===== src/hw/rtl/ps2t_pkg.sv =====
package ps2t_pkg;

  localparam int unsigned BYTE_W  = 8;
  localparam int unsigned DIM_W   = 13;
  localparam int unsigned POS_W   = 13;
  localparam int unsigned OUT_W   = 12;
  localparam int unsigned DELTA_W = 11;
  localparam int unsigned SUM_W   = 14;

  localparam logic [DIM_W-1:0] DIM_LIMIT = 13'd4096;

  localparam logic [DIM_W-1:0] WIDTH_RESET  = 13'd640;
  localparam logic [DIM_W-1:0] HEIGHT_RESET = 13'd480;

  // Configuration register indexes.
  localparam logic CFG_SCREEN_WIDTH  = 1'b0;
  localparam logic CFG_SCREEN_HEIGHT = 1'b1;

  typedef enum logic [1:0] {
    PH_HEAD = 2'd0,
    PH_X    = 2'd1,
    PH_Y    = 2'd2
  } phase_t;

  // What the framer knows about the byte now at its input.
  typedef struct packed {
    logic              third;
    logic [BYTE_W-1:0] header;
    logic [BYTE_W-1:0] xbyte;
  } pkt_t;

endpackage


===== src/hw/rtl/ps2t_framer.sv =====
module ps2t_framer
  import ps2t_pkg::*;
(
  input  logic              clk,
  input  logic              rst_n,
  input  logic              byte_fire,
  input  logic [BYTE_W-1:0] byte_in,
  output pkt_t              pkt
);

  phase_t            phase_r, phase_nxt;
  logic [BYTE_W-1:0] header_r, header_nxt;
  logic [BYTE_W-1:0] xbyte_r, xbyte_nxt;

  always_comb begin
    phase_nxt  = phase_r;
    header_nxt = header_r;
    xbyte_nxt  = xbyte_r;
    if (byte_fire) begin
      unique case (phase_r)
        PH_X: begin
          xbyte_nxt = byte_in;
          phase_nxt = PH_Y;
        end
        PH_Y: begin
          phase_nxt = PH_HEAD;
        end
        default: begin
          // A first byte must carry the always-one bit, otherwise it is dropped.
          if (byte_in[3]) begin
            header_nxt = byte_in;
            phase_nxt  = PH_X;
          end else begin
            phase_nxt = PH_HEAD;
          end
        end
      endcase
    end
  end

  always_comb begin
    pkt.third  = (phase_r == PH_Y);
    pkt.header = header_r;
    pkt.xbyte  = xbyte_r;
  end

  always_ff @(posedge clk) begin
    if (!rst_n) begin
      phase_r  <= PH_HEAD;
      header_r <= '0;
      xbyte_r  <= '0;
    end else begin
      phase_r  <= phase_nxt;
      header_r <= header_nxt;
      xbyte_r  <= xbyte_nxt;
    end
  end

endmodule


===== src/hw/rtl/ps2t_axis.sv =====
module ps2t_axis
  import ps2t_pkg::*;
#(
  parameter int unsigned CURSOR = 8
) (
  input  logic [POS_W-1:0]          pos,
  input  logic signed [DELTA_W-1:0] delta,
  input  logic [DIM_W-1:0]          dim,
  output logic [POS_W-1:0]          pos_new
);

  localparam logic [DIM_W-1:0] CURSOR_C = DIM_W'(CURSOR);

  logic [DIM_W-1:0]        dim_c;
  logic [POS_W-1:0]        hi;
  logic signed [SUM_W-1:0] sum;

  always_comb begin
    dim_c = (dim > DIM_LIMIT) ? DIM_LIMIT : dim;
    hi    = (dim_c > CURSOR_C) ? POS_W'(dim_c - CURSOR_C) : '0;
    sum   = $signed({1'b0, pos}) + SUM_W'(delta);
    if (sum < 0) begin
      pos_new = '0;
    end else if (sum[POS_W-1:0] > hi) begin
      pos_new = hi;
    end else begin
      pos_new = sum[POS_W-1:0];
    end
  end

endmodule


===== src/hw/rtl/ps2_mouse_packet_tracker_top.sv =====
// PS/2 mouse packet tracker. Mouse bytes arrive one word at a time on the in_
// stream; they are framed into three-byte packets (a header is taken only when
// its bit 3 is set), and on each packet's third byte the X and Y deltas, with
// sign and overflow, move a cursor that is clamped to
// 0..screen_width-CURSOR_WIDTH and 0..screen_height-CURSOR_HEIGHT (sizes capped
// at 4096, bounds not below 0; down is positive). One word is made per complete
// packet, holding the position and the three buttons. One byte is taken per
// cycle unless a third byte waits for room in the output register; bytes pass
// an input register and the result is registered as the third byte leaves it,
// after one add and clamp per axis. Write screen_width and screen_height only
// while the stream is idle; a new value applies at the next packet.
module ps2_mouse_packet_tracker_top
  import ps2t_pkg::*;
#(
  parameter int unsigned CURSOR_WIDTH  = 8,
  parameter int unsigned CURSOR_HEIGHT = 16
) (
  input  logic             clk,
  input  logic             rst_n,
  input  logic             in_tvalid,
  output logic             in_tready,
  input  logic [7:0]       in_tdata,   // [7:0] rx_byte
  output logic             out_tvalid,
  input  logic             out_tready,
  output logic [31:0]      out_tdata,  // [11:0] cursor_x, [23:12] cursor_y,
                                       // [24] left_button, [25] middle_button,
                                       // [26] right_button, [31:27] zero
  input  logic             cfg_we,
  input  logic             cfg_addr,
  input  logic [DIM_W-1:0] cfg_wdata
);

  logic [DIM_W-1:0]   width_r, height_r;
  logic               s1_valid_r, s1_valid_nxt;
  logic [BYTE_W-1:0]  s1_byte_r;
  logic               in_acc, out_free, s1_fire, pkt_done;
  pkt_t               pkt;

  logic [POS_W-1:0]          pos_x_r, pos_y_r, pos_x_new, pos_y_new;
  logic signed [DELTA_W-1:0] dx, dy, dy_neg;

  logic        out_valid_r, out_valid_nxt;
  logic [31:0] out_data_r;

  function automatic logic signed [DELTA_W-1:0] decode_delta(
    input logic [BYTE_W-1:0] mag,
    input logic              neg,
    input logic              ovf
  );
    logic signed [DELTA_W-1:0] d;
    begin
      if (neg) begin
        d = $signed({{(DELTA_W-BYTE_W){1'b1}}, mag});
        if (ovf) d = d - DELTA_W'(255);
      end else begin
        d = $signed({{(DELTA_W-BYTE_W){1'b0}}, mag});
        if (ovf) d = d + DELTA_W'(255);
      end
      return d;
    end
  endfunction

  // Configuration registers.
  always_ff @(posedge clk) begin
    if (!rst_n) begin
      width_r  <= WIDTH_RESET;
      height_r <= HEIGHT_RESET;
    end else if (cfg_we) begin
      unique case (cfg_addr)
        CFG_SCREEN_WIDTH:  width_r  <= cfg_wdata;
        CFG_SCREEN_HEIGHT: height_r <= cfg_wdata;
        default: ;
      endcase
    end
  end

  // A byte that closes a packet needs room in the output register; any other
  // byte only moves the framer and always proceeds.
  assign out_free  = !out_valid_r || out_tready;
  assign s1_fire   = s1_valid_r && (!pkt.third || out_free);
  assign pkt_done  = s1_fire && pkt.third;
  assign in_tready = !s1_valid_r || s1_fire;
  assign in_acc    = in_tvalid && in_tready;

  always_comb begin
    s1_valid_nxt = s1_valid_r;
    if (in_acc)       s1_valid_nxt = 1'b1;
    else if (s1_fire) s1_valid_nxt = 1'b0;
  end

  always_ff @(posedge clk) begin
    if (!rst_n) begin
      s1_valid_r <= 1'b0;
    end else begin
      s1_valid_r <= s1_valid_nxt;
    end
  end

  always_ff @(posedge clk) begin
    if (in_acc) s1_byte_r <= in_tdata;
  end

  ps2t_framer u_framer (
    .clk       (clk),
    .rst_n     (rst_n),
    .byte_fire (s1_fire),
    .byte_in   (s1_byte_r),
    .pkt       (pkt)
  );

  assign dx     = decode_delta(pkt.xbyte, pkt.header[4], pkt.header[6]);
  assign dy     = decode_delta(s1_byte_r, pkt.header[5], pkt.header[7]);
  assign dy_neg = -dy;

  ps2t_axis #(.CURSOR(CURSOR_WIDTH)) u_axis_x (
    .pos     (pos_x_r),
    .delta   (dx),
    .dim     (width_r),
    .pos_new (pos_x_new)
  );

  ps2t_axis #(.CURSOR(CURSOR_HEIGHT)) u_axis_y (
    .pos     (pos_y_r),
    .delta   (dy_neg),
    .dim     (height_r),
    .pos_new (pos_y_new)
  );

  always_ff @(posedge clk) begin
    if (!rst_n) begin
      pos_x_r <= '0;
      pos_y_r <= '0;
    end else if (pkt_done) begin
      pos_x_r <= pos_x_new;
      pos_y_r <= pos_y_new;
    end
  end

  always_comb begin
    out_valid_nxt = out_valid_r;
    if (pkt_done)        out_valid_nxt = 1'b1;
    else if (out_tready) out_valid_nxt = 1'b0;
  end

  always_ff @(posedge clk) begin
    if (!rst_n) begin
      out_valid_r <= 1'b0;
    end else begin
      out_valid_r <= out_valid_nxt;
    end
  end

  always_ff @(posedge clk) begin
    if (pkt_done) begin
      out_data_r <= {5'b0, pkt.header[2:0], pos_y_new[OUT_W-1:0], pos_x_new[OUT_W-1:0]};
    end
  end

  assign out_tvalid = out_valid_r;
  assign out_tdata  = out_data_r;

  // A packet never completes onto a result that is still waiting.
  a_no_overwrite: assert property (@(posedge clk) disable iff (!rst_n)
    pkt_done |-> (!out_valid_r || out_tready))
    else $error("packet completed while output word was stalled");

  // A new result only ever follows a completed packet.
  a_result_source: assert property (@(posedge clk) disable iff (!rst_n)
    $rose(out_valid_r) |-> $past(pkt_done))
    else $error("output word appeared without a completed packet");

  // The clamp keeps both positions inside the 12-bit output range.
  a_pos_range: assert property (@(posedge clk) disable iff (!rst_n)
    (!pos_x_r[POS_W-1] && !pos_y_r[POS_W-1]))
    else $error("cursor position out of range");

endmodule


===== config.mk =====
export PLATFORM = sky130hd
export DESIGN_NAME = ps2_mouse_packet_tracker_top
export DESIGN_NICKNAME = d
export VERILOG_FILES = /design/src/hw/rtl/ps2t_pkg.sv /design/src/hw/rtl/ps2t_framer.sv /design/src/hw/rtl/ps2t_axis.sv /design/src/hw/rtl/ps2_mouse_packet_tracker_top.sv
export SDC_FILE = /design/constraint.sdc
export NUM_CORES = 1
export LEC_CHECK = 0
export BUFFER_PORTS_ARGS = -buffer_cell sky130_fd_sc_hd__buf_2
export CORE_MARGIN = 3
export CORE_UTILIZATION = 55
export CTS_CLUSTER_DIAMETER = 40
export DETAILED_ROUTE_END_ITERATION = 8
export PLACE_DENSITY = 0.76
export SLEW_MARGIN = 20
export SYNTH_ARGS = -nofsm -noshare
export SYNTH_HDL_FRONTEND = slang
export SYNTH_SLANG_ARGS = --single-unit
export TNS_END_PERCENT = 100

===== constraint.sdc =====
create_clock -name clk -period 5.6 [get_ports clk]
set_input_delay 0.28 -clock clk [delete_from_list [all_inputs] [get_ports clk]]
set_output_delay 0.28 -clock clk [all_outputs]
set_load 0.01 [all_outputs]

==> impl_metrics.py <==
metrics = {
    "status": {
        "status": "finished, final reports clean",
    },
    "worst_setup_path": {
        "crit_type": "flop to flop",
        "max_stage_delay_ns": 0.47,
        "cp-start-kind": "flop",
        "cp_slowest_cell": "nor4_4",
        "cp_max_fo": 9,
        "r2r-start": "s1_byte_r[1]$_DFFE_PP_",
        "crit_chain": "inv_1, ha_2, or4b_1, a21oi_1, xor2_1, or3_4, xor2_1, ha_1, or2_2, a21oi_1, a21oi_1, a221oi_2, o21ai_1, xor2_1, ha_1, nand4_1, nor4_4, nor2_4, buf_12, mux2i_2, nor2_1",
        "crit_buf_inv": 2,
        "critPathArrivalTime_ns": 5.51,
        "r2r-end": "out_tdata[22]$_DFFE_PP_",
        "cpLargestDelayFamily": "simple AND/OR/NAND/NOR gates",
        "cp-end-kind": "flop",
        "r2r_slack_ns": 0.16,
        "required_ns": 5.68,
        "reg2regPathDepth": 21,
    },
    "cells_and_area": {
        "diodes": 0,
        "nFillCells": 1087,
        "utilization_pct": 63.1,
        "final_cells": 1059,
        "area_growth_pct": 11.2,
        "drive_gt1_share_pct": 15.3,
        "nets": 973,
    },
    "timing": {
        "rsz0062_at_grt": "yes",
        "tightest_slew_ns": 0.857,
        "skew_ns": 0.00977,
        "setup_violations": 0,
        "post-route-min-period_ns": 5.44,
        "fmax_mhz": 184,
        "final-max-slew-violation-count": 0,
        "relSlewSlack_pct": 42.6,
        "finalCritPeriodShare_pct": 97.1,
        "final_hold_viol_count": 0,
    },
    "floorplan": {
        "initial_core_util_pct": 56.7,
        "dieHeight_um": 121,
        "io_pins": 61,
        "dieArea_mm2": 0.0146,
        "die_x_um": 121,
        "core_area_mm2": 0.0128,
        "rows": 41,
    },
    "power_and_ir_drop": {
        "power.switching_uw": 521,
        "switching_share_pct": 29.2,
        "ir_drop_mv": 0.222,
        "p_clk_share_pct": 33.8,
        "p_leak_nw": 3.37,
        "p_per_area_mw_per_mm2": 222,
        "p_int_mw": 1.26,
        "seq_power_share_pct": 47.0,
        "pwr-share-comb_pct": 19.3,
    },
    "synth": {
        "ys_ff_latch": 106,
        "synth_edf_count": 35,
        "synthCells": 835,
        "async_flop_share_pct": 0,
        "ys_warn_count": 0,
        "synthDistinctLibCells": 77,
        "ys.flop_type": "dfxtp_1",
        "seq_area_frac_synth_pct": 34.1,
        "netlist_area_mm2": 0.00725,
        "avgSynthCellArea_um2": 8.68,
    },
    "route": {
        "initialDrtViolationCount": 454,
        "wl_um": 16500,
        "drc": 0,
        "m1WireLength_um": 7980,
        "wl_met3_um": 875,
        "highest_layer": "met4",
        "viasPerCell": 5.69,
        "met2_length_um": 7290,
        "ant_nets": 0,
        "route.detailed.wl_per_inst_um": 15.6,
        "dr.pass1.iters": 5,
        "vias": 6022,
    },
    "cts": {
        "ctsHoldBuffers": 0,
        "clk_pin_slew_ns": 0.07,
        "clock_sinks": 106,
        "clockRootBuffer": "clkbuf_16",
        "cts_buffers": 9,
        "ctsHtreeMaxLevel": 3,
        "clk_latency_ns": 0.36,
        "cts_tree": "yes",
        "clock_path_buffers": 2,
    },
    "grt": {
        "grt_pass1_vias": 5470,
        "grt_max_degree": 50,
        "overflow": 0,
        "grtUsageTotal_pct": 22.7,
        "grt_pass1_wl_um": 26800,
        "antenna_found_initial": 0,
    },
    "hold_path": {
        "min_to": "s1_byte_r[7]$_DFFE_PP_",
        "worstHoldStart": "in_tdata[7]",
        "hp-class": "input port to flop",
        "hold_path_depth": 1,
    },
    "placed_design": {
        "port_buffers": 55,
        "place_congestion": 0.905,
        "dp_hpwl_um": 12500,
        "place_inst": 1041,
    },
    "job": {
        "cap_violations": 0,
    },
}
## state kept, by name, indices dropped and copies added (netlist names)
name	count
u_framer.xbyte_r	8
u_framer.header_r	7
pos_y_r	13
height_r	13
u_framer.phase_r	2
width_r	13
s1_valid_r	1
s1_byte_r	8
out_tdata	27
out_tvalid	1
pos_x_r	13
## layout make-up
type,count,area [um^2],share of cell area [%]
multi-input cells,647,4500,55.9
inverters,48,180,2.24
repair buffers,70,400,4.97
clock inverters,7,60.1,0.745
flip-flops and latches,106,2470,30.7
clock buffers,9,225,2.80
well taps,172,215,2.67
## synthesized netlist by cell type (6+ instances only)
master | count | area [um^2]
a21boi_0 | 32 | 240
a21o_1 | 14 | 105
a21oi_1 | 37 | 185
and2_1 | 8 | 50.1
buf_4 | 6 | 45.0
clkbuf_1 | 25 | 93.8
dfxtp_1 | 71 | 1420
edfxtp_1 | 35 | 1050
ha_1 | 62 | 776
inv_1 | 48 | 180
mux2i_1 | 27 | 270
nand2_1 | 125 | 469
nand2b_1 | 9 | 56.3
nand3_1 | 27 | 135
nand4_1 | 6 | 37.5
nor2_1 | 61 | 229
nor2b_1 | 19 | 119
nor3_1 | 13 | 65.1
nor4_1 | 14 | 87.6
o21a_1 | 10 | 75.1
o21ai_0 | 26 | 130
o21ai_2 | 9 | 78.8
o31ai_1 | 16 | 120
xnor2_1 | 32 | 280
xor2_1 | 14 | 123
## through the flow
stage | cell area (um^2) | setup slack, ns | hold slack [ns] | TNS, ns | power [mW]
final | 8060 | 0.162 | 0.0953 | 0 | 1.79
after detailed placement | 7640 | -0.0161 | 0.421 | -0.0247 | 1.17
after global placement | 7640 | 0.161 | 0.425 | 0 | 1.17
after floorplan | 7260 | 0.158 | 0.379 | 0 | 1.10
after global routing | 8060 | -0.110 | 0.0914 | -1.09 | 1.88
after CTS | 7930 | 0.0265 | 0.0857 | 0 | 1.78
## layer usage
layer  up-vias  global-route usage [%]
li1       3039                       -
met1      2779                    32.8
met2       174                    35.2
met3        30                    3.41
met4         0                    7.01
met5         -                       0
## power by group through the flow
stage / clock network (mW) / logic [mW] / registers (mW)
after floorplan: 0 / 0.254 / 0.845
after global placement: 0 / 0.315 / 0.855
after detailed placement: 0 / 0.320 / 0.855
after CTS: 0.616 / 0.324 / 0.837
after global routing: 0.648 / 0.387 / 0.841
final: 0.603 / 0.344 / 0.838
## cells in the final DEF, fill, tap and decap left out, types with 10 or more instances in the layout
| cell type | n |
|---|---|
| nand3_1 | 27 |
| buf_4 | 14 |
| a21boi_0 | 32 |
| ha_1 | 61 |
| xnor2_1 | 30 |
| nor2b_1 | 19 |
| xor2_1 | 14 |
| buf_2 | 55 |
| o21a_1 | 10 |
| inv_1 | 48 |
| dfxtp_1 | 71 |
| edfxtp_1 | 35 |
| mux2i_1 | 21 |
| nor4_1 | 13 |
| a21o_1 | 14 |
| nor2_1 | 59 |
| nor3_1 | 13 |
| o21ai_0 | 24 |
| o31ai_1 | 16 |
| nand2_1 | 125 |
| a21oi_1 | 37 |
## worst max path at each step
stage / start / to / depth (start not counted)
after floorplan: s1_byte_r[0]$_DFFE_PP_ / out_tdata[13]$_DFFE_PP_ / 20
after global placement: s1_byte_r[0]$_DFFE_PP_ / out_tdata[23]$_DFFE_PP_ / 21
after detailed placement: s1_byte_r[0]$_DFFE_PP_ / out_tdata[22]$_DFFE_PP_ / 22
after CTS: s1_byte_r[0]$_DFFE_PP_ / out_tdata[22]$_DFFE_PP_ / 22
after global routing: s1_byte_r[0]$_DFFE_PP_ / out_tdata[22]$_DFFE_PP_ / 22
final: s1_byte_r[1]$_DFFE_PP_ / out_tdata[22]$_DFFE_PP_ / 21
## worst register-to-register path: cells and delay by family, from the launching register on
kind	cells	cell delay [ns]
AND/OR/NAND/NOR	7	2.01
AO/OA/AOI/OAI	5	1.00
adder cells (fa/ha/maj)	3	0.84
XOR/XNOR	3	0.45
flip-flops	1	0.38
buffers and inverters	2	0.26
multiplexers	1	0.23
## cell families (layout without fill, tap and decap cells)
logic type	after synthesis	count (layout)	share of synthesized area [%]
flip-flops	106	106	34.1
adder cells (fa/ha/maj)	64	64	11.3
AND/OR/NAND/NOR	317	317	21.3
multiplexers	28	28	3.88
AO/OA/AOI/OAI	185	185	18.1
XOR/XNOR	48	48	6.01
other	1	5	0.0517
buffers and inverters	86	134	5.37
## timing repair
action	CTS	global route
buffers inserted	0	2
setup endpoints to repair	3	25
pin swaps	0	3
resized for setup	1	20
Power figures use the tool's default switching activity.
